[config.mk]
export PLATFORM = sky130hd
export DESIGN_NAME = z80_next_pc_resolver
export DESIGN_NICKNAME = d
export VERILOG_FILES = /design/src/sv/znpr_pkg.sv /design/src/sv/znpr_decode.sv /design/src/sv/z80_next_pc_resolver.sv
export SDC_FILE = /design/constraint.sdc
export NUM_CORES = 1
export LEC_CHECK = 0
export ABC_AREA = 0
export BUFFER_PORTS_ARGS = -buffer_cell sky130_fd_sc_hd__clkbuf_2
export CELL_PAD_IN_SITES_DETAIL_PLACEMENT = 2
export CELL_PAD_IN_SITES_GLOBAL_PLACEMENT = 2
export CORE_AREA = 2 2 133 135
export DETAILED_ROUTE_END_ITERATION = 8
export DIE_AREA = 0 0 135 137
export PLACE_DENSITY = 0.86
export SLEW_MARGIN = 10
export SYNTH_ARGS = -nofsm -noshare
export SYNTH_HDL_FRONTEND = slang
export SYNTH_SLANG_ARGS = --single-unit
[constraint.sdc]
create_clock -name clk -period 7 [get_ports clk]
set_input_delay 0.7 -clock clk [delete_from_list [all_inputs] [get_ports clk]]
set_output_delay 0.7 -clock clk [all_outputs]
set_load 0.01 [all_outputs]
[src/sv/znpr_pkg.sv]
// ----------------------------------------------------------------------------
// znpr_pkg
// Shared types and opcode constants for the Z80 next-PC resolver.
// ----------------------------------------------------------------------------
package znpr_pkg;

  localparam int unsigned InTdataW  = 128;
  localparam int unsigned OutTdataW = 24;

  // Opcodes and masks
  localparam logic [7:0] OpJpNn     = 8'hC3;
  localparam logic [7:0] OpCallNn   = 8'hCD;
  localparam logic [7:0] MaskCc     = 8'hC7;
  localparam logic [7:0] OpJpCc     = 8'hC2;
  localparam logic [7:0] OpCallCc   = 8'hC4;
  localparam logic [7:0] OpRetCc    = 8'hC0;
  localparam logic [7:0] OpRst      = 8'hC7;
  localparam logic [7:0] OpRst30    = 8'hF7;
  localparam logic [7:0] OpRst38    = 8'hFF;
  localparam logic [7:0] MaskRstVec = 8'h38;
  localparam logic [7:0] OpJpHl     = 8'hE9;
  localparam logic [7:0] PfxIx      = 8'hDD;
  localparam logic [7:0] PfxIy      = 8'hFD;
  localparam logic [7:0] PfxEd      = 8'hED;
  localparam logic [7:0] OpRet      = 8'hC9;
  localparam logic [7:0] OpReti     = 8'h4D;
  localparam logic [7:0] OpRetn     = 8'h45;
  localparam logic [7:0] OpJr       = 8'h18;
  localparam logic [7:0] OpJrC      = 8'h38;
  localparam logic [7:0] OpJrNc     = 8'h30;
  localparam logic [7:0] OpJrZ      = 8'h28;
  localparam logic [7:0] OpJrNz     = 8'h20;
  localparam logic [7:0] OpDjnz     = 8'h10;
  localparam logic [7:0] BregOne    = 8'h01;

  // Flag bit positions in F
  localparam int unsigned FlgS = 7;
  localparam int unsigned FlgZ = 6;
  localparam int unsigned FlgP = 2;
  localparam int unsigned FlgC = 0;

  // Condition codes, opcode bits 5..3
  typedef enum logic [2:0] {
    CC_NZ = 3'd0,
    CC_Z  = 3'd1,
    CC_NC = 3'd2,
    CC_C  = 3'd3,
    CC_PO = 3'd4,
    CC_PE = 3'd5,
    CC_P  = 3'd6,
    CC_M  = 3'd7
  } cc_t;

  typedef struct packed {
    logic [15:0] pc_now;
    logic [7:0]  opcode_first;
    logic [7:0]  opcode_second;
    logic [7:0]  opcode_third;
    logic [2:0]  instr_length;
    logic [7:0]  flag_byte;
    logic [7:0]  reg_b_value;
    logic [15:0] hl_value;
    logic [15:0] ix_value;
    logic [15:0] iy_value;
    logic [15:0] stack_word;
  } item_t;

  typedef struct packed {
    logic [15:0] next_addr;
    logic        transfer_taken;
  } result_t;

  function automatic logic cond_holds(input logic [7:0] op, input logic [7:0] f);
    logic r;
    unique case (cc_t'(op[5:3]))
      CC_NZ:   r = ~f[FlgZ];
      CC_Z:    r =  f[FlgZ];
      CC_NC:   r = ~f[FlgC];
      CC_C:    r =  f[FlgC];
      CC_PO:   r = ~f[FlgP];
      CC_PE:   r =  f[FlgP];
      CC_P:    r = ~f[FlgS];
      CC_M:    r =  f[FlgS];
      default: r = 1'b0;
    endcase
    return r;
  endfunction

endpackage

[src/sv/znpr_decode.sv]
// ----------------------------------------------------------------------------
// znpr_decode
// Combinational branch decode: picks the next instruction address.
// ----------------------------------------------------------------------------
module znpr_decode (
  input  znpr_pkg::item_t   item,
  output znpr_pkg::result_t res
);
  import znpr_pkg::*;

  logic [15:0] seq;
  logic [15:0] nn;
  logic [15:0] disp;
  logic [7:0]  op;
  logic [7:0]  b1;
  logic        cc_ok;
  logic        rel;

  assign op    = item.opcode_first;
  assign b1    = item.opcode_second;
  assign seq   = item.pc_now + {13'd0, item.instr_length};
  assign nn    = {item.opcode_third, b1};
  assign disp  = {{8{b1[7]}}, b1};
  assign cc_ok = cond_holds(op, item.flag_byte);

  always_comb begin
    res.next_addr      = seq;
    res.transfer_taken = 1'b0;
    rel                = 1'b0;
    if (op == OpJpNn || op == OpCallNn) begin
      res.next_addr      = nn;
      res.transfer_taken = 1'b1;
    end else if ((op & MaskCc) == OpJpCc || (op & MaskCc) == OpCallCc) begin
      if (cc_ok) begin
        res.next_addr      = nn;
        res.transfer_taken = 1'b1;
      end
    end else if (op == OpJpHl) begin
      res.next_addr      = item.hl_value;
      res.transfer_taken = 1'b1;
    end else if (op == PfxIx && b1 == OpJpHl) begin
      res.next_addr      = item.ix_value;
      res.transfer_taken = 1'b1;
    end else if (op == PfxIy && b1 == OpJpHl) begin
      res.next_addr      = item.iy_value;
      res.transfer_taken = 1'b1;
    end else if (op == OpRet || (op == PfxEd && (b1 == OpReti || b1 == OpRetn))) begin
      res.next_addr      = item.stack_word;
      res.transfer_taken = 1'b1;
    end else if ((op & MaskCc) == OpRetCc) begin
      if (cc_ok) begin
        res.next_addr      = item.stack_word;
        res.transfer_taken = 1'b1;
      end
    end else if (op == OpJr) begin
      rel = 1'b1;
    end else if (op == OpJrC) begin
      rel = item.flag_byte[FlgC];
    end else if (op == OpJrNc) begin
      rel = ~item.flag_byte[FlgC];
    end else if (op == OpJrZ) begin
      rel = item.flag_byte[FlgZ];
    end else if (op == OpJrNz) begin
      rel = ~item.flag_byte[FlgZ];
    end else if (op == OpDjnz) begin
      rel = (item.reg_b_value != BregOne);
    end else if ((op & MaskCc) == OpRst && op != OpRst30 && op != OpRst38) begin
      res.next_addr      = {8'd0, op & MaskRstVec};
      res.transfer_taken = 1'b1;
    end

    // relative jumps add the sign-extended displacement to the fall-through address
    if (rel) begin
      res.next_addr      = seq + disp;
      res.transfer_taken = 1'b1;
    end
  end

endmodule

[src/sv/z80_next_pc_resolver.sv]
// ----------------------------------------------------------------------------
// z80_next_pc_resolver
// Resolves the address of the next Z80 instruction from the current one.
// ----------------------------------------------------------------------------
// One instruction transaction in, one result transaction out. The block takes
// a new instruction every cycle unless backpressure holds the pipeline; an
// accepted instruction passes through the input register, then the decode
// and the 16-bit address add, then the result register. Jumps, calls,
// returns (including RETI/RETN), JR, DJNZ (taken when B is not 1) and RST
// (except 30h and 38h) are resolved; everything else continues at
// pc_now + instr_length. All addresses wrap modulo 65536. Backpressure on the
// result side stalls the pipeline stage by stage; no transaction is lost.
module z80_next_pc_resolver (
  input  logic                             clk,
  input  logic                             rst_n,
  input  logic                             in_tvalid,
  output logic                             in_tready,
  // tdata from bit 0: pc_now[15:0], opcode_first[7:0], opcode_second[7:0],
  // opcode_third[7:0], instr_length[2:0], flag_byte[7:0], reg_b_value[7:0],
  // hl_value[15:0], ix_value[15:0], iy_value[15:0], stack_word[15:0], zero fill
  input  logic [znpr_pkg::InTdataW-1:0]    in_tdata,
  output logic                             out_tvalid,
  input  logic                             out_tready,
  // tdata from bit 0: next_addr[15:0], transfer_taken, zero fill
  output logic [znpr_pkg::OutTdataW-1:0]   out_tdata
);
  import znpr_pkg::*;

  item_t   in_item;
  item_t   item_r;
  item_t   item_nxt;
  logic    s1_valid_r;
  logic    s1_valid_nxt;
  result_t dec_res;
  result_t res_r;
  result_t res_nxt;
  logic    out_valid_r;
  logic    out_valid_nxt;
  logic    s2_adv;
  logic    s1_adv;

  // Unpack the bus into fields
  always_comb begin
    in_item.pc_now        = in_tdata[15:0];
    in_item.opcode_first  = in_tdata[23:16];
    in_item.opcode_second = in_tdata[31:24];
    in_item.opcode_third  = in_tdata[39:32];
    in_item.instr_length  = in_tdata[42:40];
    in_item.flag_byte     = in_tdata[50:43];
    in_item.reg_b_value   = in_tdata[58:51];
    in_item.hl_value      = in_tdata[74:59];
    in_item.ix_value      = in_tdata[90:75];
    in_item.iy_value      = in_tdata[106:91];
    in_item.stack_word    = in_tdata[122:107];
  end

  // Result register moves when empty or when its content is taken
  assign s2_adv    = ~out_valid_r | out_tready;
  // Input register moves when empty or when it can pass to the result stage
  assign s1_adv    = ~s1_valid_r | s2_adv;
  assign in_tready = s1_adv;

  // Stage 1: capture the accepted instruction
  always_comb begin
    item_nxt     = item_r;
    s1_valid_nxt = s1_valid_r;
    if (s1_adv) begin
      s1_valid_nxt = in_tvalid;
      if (in_tvalid) begin
        item_nxt = in_item;
      end
    end
  end

  znpr_decode u_decode (
    .item (item_r),
    .res  (dec_res)
  );

  // Stage 2: hold the resolved address until the sink takes it
  always_comb begin
    res_nxt       = res_r;
    out_valid_nxt = out_valid_r;
    if (s2_adv) begin
      out_valid_nxt = s1_valid_r;
      if (s1_valid_r) begin
        res_nxt = dec_res;
      end
    end
  end

  always_ff @(posedge clk) begin
    if (!rst_n) begin
      s1_valid_r  <= 1'b0;
      out_valid_r <= 1'b0;
    end else begin
      s1_valid_r  <= s1_valid_nxt;
      out_valid_r <= out_valid_nxt;
    end
  end

  // Payload registers need no reset
  always_ff @(posedge clk) begin
    item_r <= item_nxt;
    res_r  <= res_nxt;
  end

  assign out_tvalid = out_valid_r;
  assign out_tdata  = {7'd0, res_r.transfer_taken, res_r.next_addr};

endmodule

==> results of run 1 <==
[final cells by class]
| type | instances | share of cell area (%) |
|---|---|---|
| clock inverter | 15 | 1.91 |
| timing repair buffer | 145 | 9.11 |
| inverter | 12 | 0.558 |
| multi-input combinational | 328 | 28.6 |
| clock buffer | 17 | 5.27 |
| tap | 225 | 3.49 |
| sequential | 138 | 51.1 |
[through the flow]
stage                     hold slack [ns]  total power (uW)  setup slack [ns]
after floorplan                     0.477              1160              2.85
after global routing                0.419              2220              2.56
final                               0.437              2150              2.75
after CTS                           0.425              2170              2.76
after global placement              0.487              1240              3.03
after detailed placement            0.537              1270              2.85
[per-layer routing]
layer  share of wire (%)  routed length [um]  track usage [%]  vias to the layer above
li1                    -                   -                -                     2236
met1                  39                8400             27.8                     2585
met2                  53               11500             43.7                      198
met3                 5.3                1160             6.37                       41
met4                 3.2                 695             10.1                        0
met5                   0                   0                0                        -
[Yosys cell counts (all sizes together), types with 4 or more instances]
| master | count |
|---|---|
| a2111oi | 4 |
| a211oi | 4 |
| a21o | 7 |
| a21oi | 18 |
| a222oi | 10 |
| a22o | 4 |
| a31oi | 5 |
| and3 | 4 |
| buf | 14 |
| clkbuf | 8 |
| edfxtp | 136 |
| ha | 18 |
| inv | 12 |
| mux2 | 4 |
| mux2i | 5 |
| nand2 | 46 |
| nand2b | 4 |
| nand3 | 13 |
| nand4 | 4 |
| nor2 | 17 |
| nor3 | 15 |
| o21a | 5 |
| o21ai | 32 |
| o311ai | 4 |
| or4 | 4 |
| xnor2 | 17 |
| xor2 | 15 |
[cell families (layout without fill, tap and decap cells)]
logic type               after synthesis  after routing  synth area share (%)
flip-flops                           138            138                  62.8
adder cells (fa/ha/maj)               20             20                  4.04
multiplexers                          10             10                  1.79
buffers and inverters                 34            189                  2.61
AND/OR/NAND/NOR                      132            132                  10.3
XOR/XNOR                              32             32                  4.38
other                                  1              7                0.0571
AO/OA/AOI/OAI                        127            127                  14.0
[power groups by stage]
| stage | logic [uW] | registers [uW] | clock network, uW |
|---|---|---|---|
| after floorplan | 154 | 1010 | 0 |
| after global placement | 232 | 1010 | 0 |
| after detailed placement | 248 | 1020 | 0 |
| after CTS | 254 | 1000 | 909 |
| after global routing | 278 | 1010 | 938 |
| final | 254 | 1000 | 893 |
[registers in the layout, indices dropped and copies added (netlist names)]
| name | cells |
|---|---|
| item_r | 119 |
| out_tdata | 17 |
| out_tvalid | 1 |
| s1_valid_r | 1 |
[critical path, delay by kind of cell (launching register included)]
kind	cells	cell delay [ns]
AND/OR/NAND/NOR	2	1.12
flip-flops	1	1.04
AO/OA/AOI/OAI	3	0.71
multiplexers	1	0.66
XOR/XNOR	1	0.43
[worst paths after layout]
check	startpoint	endpoint	slack, ns	cells past startpoint
setup / recovery	item_r[104]	out_tdata[14]	2.75	7
hold / removal	in_tdata[57]	item_r[70]	0.44	1
setup reg to reg	item_r[104]	out_tdata[14]	2.75	7
hold reg to reg	s1_valid_r	out_tvalid	0.55	1
==> impl_metrics.csv, run 1 <==
group,metric,value,unit
outcome,status,"finished clean",
synthesis,yosys.area.top_type,"edfxtp_1",
clock_network,cts_tree,"built",
routing,routed_via_density,5.75,
clock_network,clock-sinks,138,
synthesis,synth-edff-count,136,
place,dp_hpwl,16100,um
final_layout,diodes,0,
final_layout,drive_above_1_share,29.5,%
pwr,power_frac_comb,11.8,%
critical_path,crit_chain,"mux4_2 -> xnor2_2 -> and3_1 -> or2_1 -> o311ai_1 -> a311oi_1 -> o21ai_0",
critical_path,crit_arrival,4.41,ns
synthesis,syn_inst,494,
synthesis,synth_top_area_share,62.2,%
final_layout,final_common_cell,"clkbuf_2",
final_layout,mostFrequentLayoutCells,"clkbuf_2 (141), edfxtp_1 (136), nand2_1 (46), o21ai_0 (24)",
timing,drv_slew,0,
worst_hold_path,min_path_type,"in -> reg",
global_route,grt_overflow,0,
timing,fin_setup_tns,0,ns
critical_path,critPathCaptureType,"flop",
clock_network,cts_buffers,17,
timing,worst_pin_slew,1.24,ns
floorplan,die_area,18500,um^2
floorplan,die_h,137,um
clock_network,cts_hold_buf,0,
final_layout,multi_input_area,2310,um^2
final_layout,nets,794,
critical_path,cpPeakStageDelay,1.04,ns
synthesis,synth-seq-cells,138,
clock_network,clkTransAtPathRegs,0.07,ns
floorplan,initial_core_util,38.5,%
place,gp_congestion,0.882,
timing,period_minus_slack,4.25,ns
routing,dr.first_iter.drc_count,358,
routing,vias,5060,
timing,finClkSkew,0.0109,ns
global_route,antenna_found_initial,0,
critical_path,crit_path_top_delay_cell,"edfxtp_1",
global_route,grt_max_degree,83,
place,dp_cells,848,
timing,min_period_over_period,60.8,%
pwr,switching_share,26.7,%
final_layout,finalNonFillerCells,880,
synthesis,synthTopCellsByArea,"edfxtp_1 (62%), ha_1 (3.4%), nand2_1 (2.6%)",
timing,final-setup-viol-count,0,
pwr,ir_drop,0.289,mV
clock_network,insertion_delay,0.43,ns
final_layout,syn_to_final_growth,23.0,%
final_layout,seq_area,4120,um^2
final_layout,fillers,1747,
synthesis,ys_types,71,
critical_path,critPathKind,"reg -> reg",
floorplan,core-area,17100,um^2
timing,slew_headroom,16.9,%
critical_path,worstPathRequired,7.16,ns
pwr,powerDensity,266,nW/um^2
synthesis,async_flop_share,0,%
run,timing.max_cap.violations,0,
synthesis,avgSynthCellArea,13.3,um^2
clock_network,cts_max_path_buffers,2,
pwr,p_sw,573,uW
floorplan,ios,158,
routing,drt_pass1_iterations,5,
clock_network,cts_setup_buffers,0,
critical_path,crit_path_max_fanout,21,
pwr,power.leakage,0.00319,uW
place,placed_cell_area,7490,um^2
routing,drc,0,
timing,grt_setup_unrepaired,"no",
global_route,grt_pass1_vias,5586,
final_layout,stdcell_area,8070,um^2
global_route,grt_pass1_wl,32700,um
synthesis,synth-main-ff-cell,"edfxtp_1",
global_route,grtUsageTotal,24.4,%
synthesis,ys_seq_area_share,62.8,%
floorplan,die_w,135,um
timing,hold_violations,0,
floorplan,rows,48,
place,port_buffers,141,
synthesis,synth_area,6570,um^2
routing,final_antenna_net_count,0,
pwr,internal-power,1580,uW
pwr,p_clk_share,41.6,%
clock_network,cts_max_level,4,
timing,fmax,0.235,GHz
pwr,p_seq_share,46.6,%
clock_network,cts_resized,0,
critical_path,start_kind,"flop",
synthesis,yosysWarningCount,0,
routing,wl,21700,um
final_layout,fin_util,47.3,%
routing,wl_per_cell,24.7,um
clock_network,cts_root_buf,"clkbuf_16",
(Power assumes the default switching activity.)
==> inputs of run 2 (changes only) <==
- ABC_AREA: 0 -> 1
- CORE_AREA: 2 2 133 135 -> 2 2 160 162
- DIE_AREA: 0 0 135 137 -> 0 0 162 164
- PLACE_DENSITY: 0.86 -> 0.76
- clock period: 7 -> 3.8 ns (I/O delays scaled with it)
==> run 2 against run 1 <==
Net effect: register-to-register slack lost 2.5 ns; die area grew 44%; clock-buffer cell count grew 1; hold slack lost 0.32 ns; sequential power grew 83%; global-route usage shrank 5.4 points; fmax grew 19%; total power grew 88%; area after synthesis grew 11%; via count grew 20%; non-clock buffer count grew 6; critical path type unchanged; critical endpoint is now out_tdata[9]; largest cell class unchanged.
==> impl_metrics.csv, run 2 <==
group,metric,value,unit
final_layout,final_common_cell,"nand2_1",
timing,fmax,0.280,GHz
synthesis,synth_most_common_cell,"nand2_1",
critical_path,worstPathRequired,3.98,ns
global_route,antenna_found_initial,0,
routing,final_antenna_net_count,0,
place,gp_congestion,0.853,
routing,vias,6068,
critical_path,rr_endpoint,"out_tdata[9]",
routing,routed_via_density,4.83,
worst_hold_path,min_path_type,"in -> reg",
final_layout,stdcell_area,9010,um^2
clock_network,cts_resized,0,
routing,dr.first_iter.drc_count,362,
critical_path,start_kind,"flop",
clock_network,clock-sinks,138,
critical_path,regToRegStartpoint,"item_r[80]",
final_layout,largest_reg_flops,119,
clock_network,cts_max_path_buffers,2,
global_route,grt_pass1_wl,37700,um
clock_network,cts_max_level,4,
critical_path,critPathKind,"reg -> reg",
clock_network,clkTransAtPathRegs,0.07,ns
synthesis,synth-edff-count,136,
worst_hold_path,whs_endpoint,"item_r[102]",
global_route,grt_pass1_vias,6630,
floorplan,ios,158,
final_layout,syn_to_final_growth,23.3,%
outcome,status,"finished clean",
global_route,top_usage_layer,"met2",
global_route,met2_usage,33.3,%
critical_path,crit_arrival,3.76,ns
floorplan,rows,58,
final_layout,top_register,"item_r",
final_layout,diodes,0,
place,dp_hpwl,18500,um
synthesis,synth-seq-cells,138,
clock_network,cts_hold_buf,0,
synthesis,ys_seq_area_share,56.5,%
global_route,grtUsageTotal,19.0,%
place,placed_cell_area,8400,um^2
synthesis,yosys.area.top_type,"edfxtp_1",
clock_network,cts_setup_buffers,0,
critical_path,crit_path_max_fanout,6,
timing,slew_headroom,25.5,%
timing,drv_slew,0,
timing,grt_setup_unrepaired,"no",
pwr,power.leakage,0.00399,uW
clock_network,cts_buffers,17,
timing,worst_pin_slew,1.12,ns
synthesis,async_flop_share,0,%
clock_network,cts_root_buf,"clkbuf_16",
final_layout,drive_above_1_share,24.2,%
timing,finClkSkew,0.00839,ns
routing,wl_per_cell,19.5,um
floorplan,initial_core_util,29.4,%
pwr,ir_drop,0.290,mV
synthesis,ys_types,47,
critical_path,rrSetupSlack,0.22,ns
final_layout,nets,1066,
clock_network,cts_tree,"built",
timing,fin_setup_tns,0,ns
timing,final-setup-viol-count,0,
floorplan,die_area,26600,um^2
worst_hold_path,holdPathStages,1,
place,port_buffers,141,
synthesis,synth_top_area_share,55.9,%
clock_network,insertion_delay,0.43,ns
global_route,grt_use_met1,23.9,%
pwr,powerDensity,448,nW/um^2
timing,min_period_over_period,94.1,%
floorplan,die_w,162,um
timing,hold_violations,0,
routing,drt_pass1_iterations,4,
critical_path,critPathCaptureType,"flop",
critical_path,r2r_cells,15,
synthesis,synthTopCellsByArea,"edfxtp_1 (56%), nand2_1 (11%), inv_1 (4.3%)",
final_layout,mostFrequentLayoutCells,"nand2_1 (215), clkbuf_2 (141), edfxtp_1 (136), inv_1 (82), nand3_1 (49)",
floorplan,core-area,24800,um^2
synthesis,syn_inst,762,
synthesis,avgSynthCellArea,9.59,um^2
timing,period_minus_slack,3.58,ns
worst_hold_path,hold_start,"in_tdata[19]",
synthesis,ys_top_cells_by_count,"nand2_1 (215), edfxtp_1 (136), inv_1 (83)",
synthesis,synth_area,7300,um^2
global_route,grt_use_met3,3.79,%
global_route,grt_overflow,0,
global_route,grt_max_degree,52,
floorplan,die_h,164,um
routing,wl,24500,um
synthesis,yosysWarningCount,0,
synthesis,synth-main-ff-cell,"edfxtp_1",
run,timing.max_cap.violations,0,
routing,drc,0,
-- run 2: cell types whose count changed in the layout (fill, tap and decap cells not counted), moves of 10 or more --
cell / previous run / this run
a222oi_1: 10 / 0
or2_2: 2 / 13
nor2_1: 17 / 36
nand3_1: 13 / 49
xnor2_1: 16 / 0
a21oi_1: 18 / 45
nand2_1: 46 / 215
inv_1: 12 / 82
a22oi_1: 3 / 15
nand4_1: 4 / 17
-- run 2: cells by family after synthesis --
family	after synthesis	share of synthesized area, %
other	1	0.0513
XOR/XNOR	12	1.44
buffers and inverters	111	6.41
adder cells (fa/ha/maj)	20	3.63
flip-flops	138	56.5
AND/OR/NAND/NOR	361	22.3
AO/OA/AOI/OAI	119	9.73
-- run 2: layout make-up --
| type | instances | area, um^2 |
|---|---|---|
| Sequential cell | 138 | 4120 |
| Tap cell | 330 | 413 |
| Timing Repair Buffer | 151 | 793 |
| Clock inverter | 13 | 144 |
| Inverter | 87 | 330 |
| Fill cell | 2832 | 15800 |
| Clock buffer | 18 | 429 |
| Multi-Input combinational cell | 519 | 2770 |
-- run 2: routing by layer --
metal	vias up	part of all wire, %
met5	-	0
met4	0	1.8
met3	25	4.3
met2	128	51
met1	3012	43
li1	2903	-
-- run 2: power by group --
part / total [uW] / switching [uW] / internal, uW
Sequential: 1830 / 51.6 / 1780
Combinational: 535 / 346 / 189
Clock: 1670 / 700 / 968
Total: 4040 / 1100 / 2940
-- run 2: worst max path at each step --
stage                      startpoint       endpoint  cells after the start
after floorplan            out_tready      item_r[0]                      4
after global routing       item_r[80]   out_tdata[9]                     15
after global placement     item_r[80]   out_tdata[9]                     15
final                      item_r[80]   out_tdata[9]                     15
after detailed placement  item_r[107]  out_tdata[12]                     17
after CTS                  item_r[80]  out_tdata[12]                     17
-- run 2: critical path, cell delays in order, from the launching register on --
cell	delay (ns)
edfxtp_1	0.38
ha_1	0.25
fa_1	0.43
nand2_1	0.12
nand2_1	0.09
nand2_1	0.09
xor2_1	0.27
inv_1	0.13
ha_1	0.38
a21oi_1	0.19
o21ai_0	0.15
a21oi_2	0.20
o21bai_1	0.10
or2_2	0.29
a32oi_1	0.20
nand2_1	0.06
-- run 2: stage by stage --
step | std cells | worst slack, ns | power, uW | utilization, % | hold slack (ns)
final | 1256 | 0.225 | 4040 | 36.3 | 0.120
after global routing | 1256 | 0.00931 | 4210 | 36.3 | 0.106
after detailed placement | 1225 | 0.149 | 2390 | 33.8 | 0.523
after CTS | 1256 | 0.100 | 4070 | 36.2 | 0.105
after global placement | 1225 | 0.307 | 2370 | 33.8 | 0.480
after floorplan | 768 | 0.356 | 2160 | - | 0.447
